`src/sv/rmt_pkg.sv`:
```
package rmt_pkg;

	// position and element widths
	localparam int POS_W = 10;
	localparam int VAL_W = 32;
	localparam int DEFAULT_MAX_ELEMENTS = 1024;
	localparam int RESET_LAST = 1023;
	localparam logic signed [VAL_W-1:0] INT_MAX = 32'sh7FFF_FFFF;
	localparam logic signed [VAL_W-1:0] INT_MIN = 32'sh8000_0000;

	// request codes
	typedef enum logic [1:0] {
		REQ_LOAD  = 2'd0,
		REQ_ADD   = 2'd1,
		REQ_QUERY = 2'd2
	} rmt_req_t;

	// controller states
	typedef enum logic [3:0] {
		ST_CLEAR,
		ST_IDLE,
		ST_CHECK,
		ST_VISIT,
		ST_QACC,
		ST_LEAFADD,
		ST_RETURN,
		ST_REF_A,
		ST_REF_B,
		ST_REF_C,
		ST_DONE
	} rmt_state_t;

	// controller to datapath
	typedef struct packed {
		logic clear;
		logic capture;
		logic start_walk;
		logic descend_left;
		logic go_right;
		logic pop;
		logic rd_cur;
		logic rd_left;
		logic rd_right;
		logic wr_load;
		logic wr_add;
		logic wr_min;
		logic hold_left;
		logic acc_min;
	} rmt_cmd_t;

	// datapath to controller
	typedef struct packed {
		logic [1:0] kind;
		logic       miss;
		logic       prune;
		logic       covered;
		logic       leaf;
		logic       empty;
		logic       top_side;
		logic       clear_last;
	} rmt_stat_t;

endpackage

```
`src/sv/rmt_ctrl.sv`:
```
module rmt_ctrl (
	input  logic               clk,
	input  logic               arst_n,
	input  logic               start,
	output logic               busy,
	output logic               done,
	output rmt_pkg::rmt_cmd_t  cmd,
	input  rmt_pkg::rmt_stat_t stat
);

	rmt_pkg::rmt_state_t state_q, state_n;
	logic is_load, is_add, is_query;

	assign is_load  = stat.kind == rmt_pkg::REQ_LOAD;
	assign is_add   = stat.kind == rmt_pkg::REQ_ADD;
	assign is_query = stat.kind == rmt_pkg::REQ_QUERY;

	// advance state
	always_ff @(posedge clk or negedge arst_n) begin
		if (!arst_n)
			state_q <= rmt_pkg::ST_CLEAR;
		else
			state_q <= state_n;
	end

	// next state
	always_comb begin
		state_n = state_q;
		case (state_q)
			rmt_pkg::ST_CLEAR:
				if (stat.clear_last) state_n = rmt_pkg::ST_IDLE;
			rmt_pkg::ST_IDLE:
				if (start) state_n = rmt_pkg::ST_CHECK;
			rmt_pkg::ST_CHECK:
				if (!(is_load || is_add || is_query) || stat.miss)
					state_n = rmt_pkg::ST_DONE;
				else
					state_n = rmt_pkg::ST_VISIT;
			rmt_pkg::ST_VISIT:
				if (stat.prune)
					state_n = rmt_pkg::ST_RETURN;
				else if (is_query && stat.covered)
					state_n = rmt_pkg::ST_QACC;
				else if (stat.leaf)
					state_n = is_add ? rmt_pkg::ST_LEAFADD : rmt_pkg::ST_RETURN;
				else
					state_n = rmt_pkg::ST_VISIT;
			rmt_pkg::ST_QACC:    state_n = rmt_pkg::ST_RETURN;
			rmt_pkg::ST_LEAFADD: state_n = rmt_pkg::ST_RETURN;
			rmt_pkg::ST_RETURN:
				if (stat.empty)
					state_n = rmt_pkg::ST_DONE;
				else if (!stat.top_side)
					state_n = rmt_pkg::ST_VISIT;
				else if (!is_query)
					state_n = rmt_pkg::ST_REF_A;
			rmt_pkg::ST_REF_A: state_n = rmt_pkg::ST_REF_B;
			rmt_pkg::ST_REF_B: state_n = rmt_pkg::ST_REF_C;
			rmt_pkg::ST_REF_C: state_n = rmt_pkg::ST_RETURN;
			rmt_pkg::ST_DONE:  state_n = rmt_pkg::ST_IDLE;
			default:           state_n = rmt_pkg::ST_IDLE;
		endcase
	end

	// commands
	always_comb begin
		cmd  = '0;
		busy = state_q != rmt_pkg::ST_IDLE;
		done = state_q == rmt_pkg::ST_DONE;
		case (state_q)
			rmt_pkg::ST_CLEAR: cmd.clear = 1'b1;
			rmt_pkg::ST_IDLE:  cmd.capture = start;
			rmt_pkg::ST_CHECK: cmd.start_walk = 1'b1;
			rmt_pkg::ST_VISIT:
				if (!stat.prune) begin
					if (is_query && stat.covered)
						cmd.rd_cur = 1'b1;
					else if (stat.leaf) begin
						cmd.wr_load = is_load;
						cmd.rd_cur  = is_add;
					end else
						cmd.descend_left = 1'b1;
				end
			rmt_pkg::ST_QACC:    cmd.acc_min = 1'b1;
			rmt_pkg::ST_LEAFADD: cmd.wr_add = 1'b1;
			rmt_pkg::ST_RETURN:
				if (!stat.empty) begin
					cmd.go_right = !stat.top_side;
					cmd.pop      = stat.top_side;
				end
			rmt_pkg::ST_REF_A: cmd.rd_left = 1'b1;
			rmt_pkg::ST_REF_B: begin
				cmd.hold_left = 1'b1;
				cmd.rd_right  = 1'b1;
			end
			rmt_pkg::ST_REF_C: cmd.wr_min = 1'b1;
			default: ;
		endcase
	end

endmodule

```
`config.mk`:
```
export PLATFORM = sky130hd
export DESIGN_NAME = rmt_ctrl
export DESIGN_NICKNAME = d
export VERILOG_FILES = /design/src/sv/rmt_pkg.sv /design/src/sv/rmt_ctrl.sv
export SDC_FILE = /design/constraint.sdc
export NUM_CORES = 1
export LEC_CHECK = 0
export ABC_CLOCK_PERIOD_IN_PS = 2300
export BUFFER_PORTS_ARGS = -buffer_cell sky130_fd_sc_hd__buf_2
export CORE_AREA = 2 2 39 41
export CTS_CLUSTER_SIZE = 8
export DETAILED_ROUTE_END_ITERATION = 16
export DIE_AREA = 0 0 41 43
export GPL_TIMING_DRIVEN = 1
export PLACE_DENSITY = 0.77
export SYNTH_ARGS = -nofsm -noshare
export SYNTH_HDL_FRONTEND = slang
export SYNTH_SLANG_ARGS = --single-unit
```
`constraint.sdc`:
```
create_clock -name clk -period 2.3 [get_ports clk]
set_input_delay 0.46 -clock clk [delete_from_list [all_inputs] [get_ports clk]]
set_output_delay 0.46 -clock clk [all_outputs]
set_load 0.1 [all_outputs]
```
---- Word level (Yosys, flattened, before mapping) ----
Cells that the tools add are included.
word-level totals
  bits in latches ......................... 0
  register bits ........................... 4
  output and inout bits ................... 16
  memory bits (writable) .................. 0
  memory bits (read-only) ................. 0
  bits of input ports ..................... 12
  memories ................................ 0
operators by class
  multipliers ............................. 0
  reduce and logical (&&, ||, !) cells .... 10
  bitwise gates (word level) .............. 0
  muxes and demuxes ....................... 33
  shift operators ......................... 0
  divide/modulo/power cells ............... 0
  equality and inequality tests ........... 16
  $add $sub $neg .......................... 0
  order comparisons ....................... 0
operators by type and width
  cell                                                                   count
  4-bit one-hot mux with 8 select lines                                  1
  4-bit 2-to-1 mux                                                       6
  1-bit 2-to-1 mux                                                       20
  4-bit by 3-bit equality test with 1-bit output, second input constant  4
  4-bit equality test, second input constant                             3
  3-bit 2-to-1 mux                                                       3
  4-bit by 2-bit equality test with 1-bit output, second input constant  2
  2-bit 2-to-1 mux                                                       3
  4-bit by 1-bit equality test with 1-bit output, second input constant  1
  4-bit logical NOT                                                      1
  2-bit != test, second input constant                                   2
  4-bit by 1-bit != test with 1-bit output, second input constant        1
  4-bit != test, second input constant                                   1
  1-bit logical OR                                                       3
  3-bit AND reduction                                                    1
  3-bit OR reduction                                                     1
  2-bit by 1-bit equality test with 1-bit output, second input constant  1
  2-bit equality test, second input constant                             1
  1-bit logical NOT                                                      2
  2-bit logical NOT                                                      1
  1-bit logical AND                                                      1

---- Logic depth before layout (Yosys ltp) ----
  depth after elaboration ................. 7
  gate-level depth with buffers ........... 5
  mapped depth without buffers ............ 4

---- Worst setup path before layout ----
OpenSTA, ideal clock, no wires.
  path kind ............................... flip-flop to output port
  start ................................... register state_q[2]
  end ..................................... output cmd[4] (netlist name)
  stages on the path, launching flop included .. 4
  buffers on the path ..................... 1
  path slack .............................. -2317 ps
  data arrival time ....................... 4157 ps
  cell sequence ........................... dfrtp_1 buf_6 or4_4 nor4b_1
RTL lines
  element                   RTL line        RTL
  start: declaration        rmt_ctrl.sv:11  rmt_pkg::rmt_state_t state_q, state_n;
  start signal: assignment  rmt_ctrl.sv:21  state_q <= rmt_pkg::ST_CLEAR;
  start signal: assignment  rmt_ctrl.sv:23  state_q <= state_n;
  end: declaration          rmt_ctrl.sv:7   output rmt_pkg::rmt_cmd_t cmd,

==> flow_summary.toml <==
[status]
outcome = "complete, no violations"

[grt]
grt_util_all_layers_pct = 18.97
grt_max_degree = 13
grt_pass1_vias = 570
antenna_found_initial = 0
grt_pass1_wl_um = 2311
grt-ovfl-total = 0

[cells_and_area]
multi_input_area_um2 = 419.2
regArea_um2 = 100.1
layoutNonFillerInstCount = 108
fin_nets = 106
mostFrequentLayoutCells = "buf_2 (19), buf_12 (8), nand2_1 (6)"
final.fill_count = 123
syn_to_final_growth_pct = 91.09
drive_gt1_share_pct = 55.43
diodes = 0
mostFrequentLayoutCell = "buf_2"
largest_registers = "state_q (4)"
top_register = "state_q"
largest_reg_flops = 4

[timing]
rsz0062_at_grt = "no"
maxSlewHeadroom_pct = 67.53
finalHoldViolCount = 0
fmax_mhz = 451.6
min_period_over_period_pct = 96.27
period_needed_ns = 2.214
worst_slack_ns = 0.08578
setup_viol = 0
tightest_slew_ns = 0.4904
slew_violations = 0
finalClockSkew_ns = 0.005693
fin_setup_tns_ns = 0

[pwr]
p_seq_share_pct = 10.4
clkPwrFrac_pct = 6.8
p_int_uw = 471.5
vdd_drop_max_mv = 1.157
swShare_pct = 62.99
leakagePower_uw = 0.0003751
power_density_nw_per_um2 = 1484
p_comb_share_pct = 82.8
switchingPower_uw = 802.4

[critical_path]
start_kind = "flip-flop"
critical_path.slowest_cell = "or4_4"
rrSetupSlack_ns = 0.68
required_ns = 1.84
path_max_fanout = 7
reg2reg_depth = 3
path_cells = "or4_4 -> nor4b_4 -> buf_12"
worstReg2RegEnd = "state_q[0]"
rr_startpoint = "state_q[2]"
cpPeakStageDelay_ns = 0.58
critPathKind = "reg2out"
critPathArrivalTime_ns = 1.75
crit_path_end_kind = "output port"

[routing]
drt_iter0_drc = 7
drtAntennaViolNets = 0
first_pass_iters = 4
wl_per_cell_um = 12.70
drc = 0
drt-total-wl_um = 1372
vias_per_cell = 5.269
vias = 569

[yosys]
synth_area_um2 = 449.2
synth_seq_cells = 4
synthTopCellsByArea = "dfrtp_1 (22%), nor2_1 (8.4%), nor3_1 (6.7%)"
ys_types = 29
synth_cells = 63
synth_top_area_cell = "dfrtp_1"
syn_nets = 75
synth.avg_cell_area_um2 = 7.130
synth_top_cell_area_share_pct = 22.28
yosysWarnings = 0
synth-seq-area-share_pct = 22.28

[floorplan]
ios = 28
row_count = 14
fp.dieW_um = 41
start_util_pct = 32.46
coreArea_um2 = 1384
die_h_um = 43
dieArea_um2 = 1763

[placement]
hpwlAfterDp_um = 1118
gp_congestion = 0.8906
io_buffers = 27
place_inst = 105
pre_cts_ws_ns = 0.1635

[flow_run]
maxCapViolCount = 0

[clocking]
ctsHoldBuffers = 0
clkSinkCount = 4
cts_buffer_depth = 2
cts-htree-levels = 1
clkSlewWorstSetupHoldPaths_ns = 0.04
cts_buffers = 3
insertion_delay_ns = 0.24
root_buffer = "clkbuf_4"
tritoncts = "built"

[min_path]
hp-class = "in2async"
## layer usage
layer	track usage [%]	part of all wire [%]	wire, um	vias to the layer above
met5	0	0	0	-
met4	8.000	1.0	14	0
met3	4.712	9.3	128	2
met2	30.63	50	692	30
met1	22.55	39	537	253
li1	-	-	-	284
## stage by stage
stage,cell area [um2],util (%),hold slack (ns),total power [uW]
final,858.3,62.03,0.01603,1274
after global routing,858.3,62.03,0.01641,1340
after CTS,854.6,61.75,0.01864,1272
after detailed placement,832.0,60.13,0.2652,1180
after global placement,832.0,60.13,0.2631,1169
after floorplan,565.5,-,0.1644,954.9
## logic make-up (layout without fill, tap and decap cells)
kind of cell           count (synthesis)  after routing  synth area share [%]
AND/OR/NAND/NOR                       37             37                 43.46
AO/OA/AOI/OAI                         13             13                 22.57
buffers and inverters                  8             37                 9.192
flip-flops                             4              4                 22.29
multiplexers                           1              1                 2.507
## synth_stat cells, drive strengths merged
cell,instances
o32ai,1
o221ai,1
inv,3
a21oi,2
and3b,1
nor3,6
o31ai,1
nor2b,3
dfrtp,4
nand2b,4
or2b,1
a21boi,1
buf,2
nor2,10
a31oi,1
mux2,1
clkbuf,3
or3,1
o221a,1
o22ai,1
o211ai,2
nand2,6
nor4,2
or4,1
o21ai,1
nor4b,1
and3,1
a21o,1
## layout make-up
cell class / instances / area share [%]
Clock buffer: 3 / 2.624
Sequential cell: 4 / 11.66
Multi-Input combinational cell: 51 / 48.83
Inverter: 3 / 1.312
Tap cell: 16 / 2.332
Timing Repair Buffer: 31 / 33.24
## critical path: cells and delay by family, from the launching register on
kind | cells | cell delay [ns]
flip-flops | 1 | 0.44
AND/OR/NAND/NOR | 2 | 0.86
buffers and inverters | 1 | 0.21
## worst max path at each step
stage / startpoint / to / slack, ns / cells past startpoint
2_1_floorplan: stat[5] / cmd[4] / -0.28 / 2
3_3_place_gp: stat[5] / cmd[4] / 0.18 / 4
3_5_place_dp: stat[5] / cmd[4] / 0.16 / 4
4_1_cts: state_q[2] / cmd[4] / 0.09 / 3
5_1_grt: state_q[2] / cmd[8] / 0.009 / 5
6_report: state_q[2] / cmd[4] / 0.09 / 3
## what timing repair did
| item | 4_1_cts | 5_1_grt |
|---|---|---|
| endpoints found under the setup margin | 0 | 1 |
| buffers inserted | 0 | 0 |
| resized for setup | 0 | 2 |
## power by group through the flow
stage	sequential (uW)	clock (uW)	combinational, uW
after floorplan	124	0	831
after global placement	126	0	1040
after detailed placement	130	0	1050
after CTS	131	87.1	1050
after global routing	135	93.3	1110
final	132	86.4	1060
No activity file was read; power rests on OpenSTA's default activity.
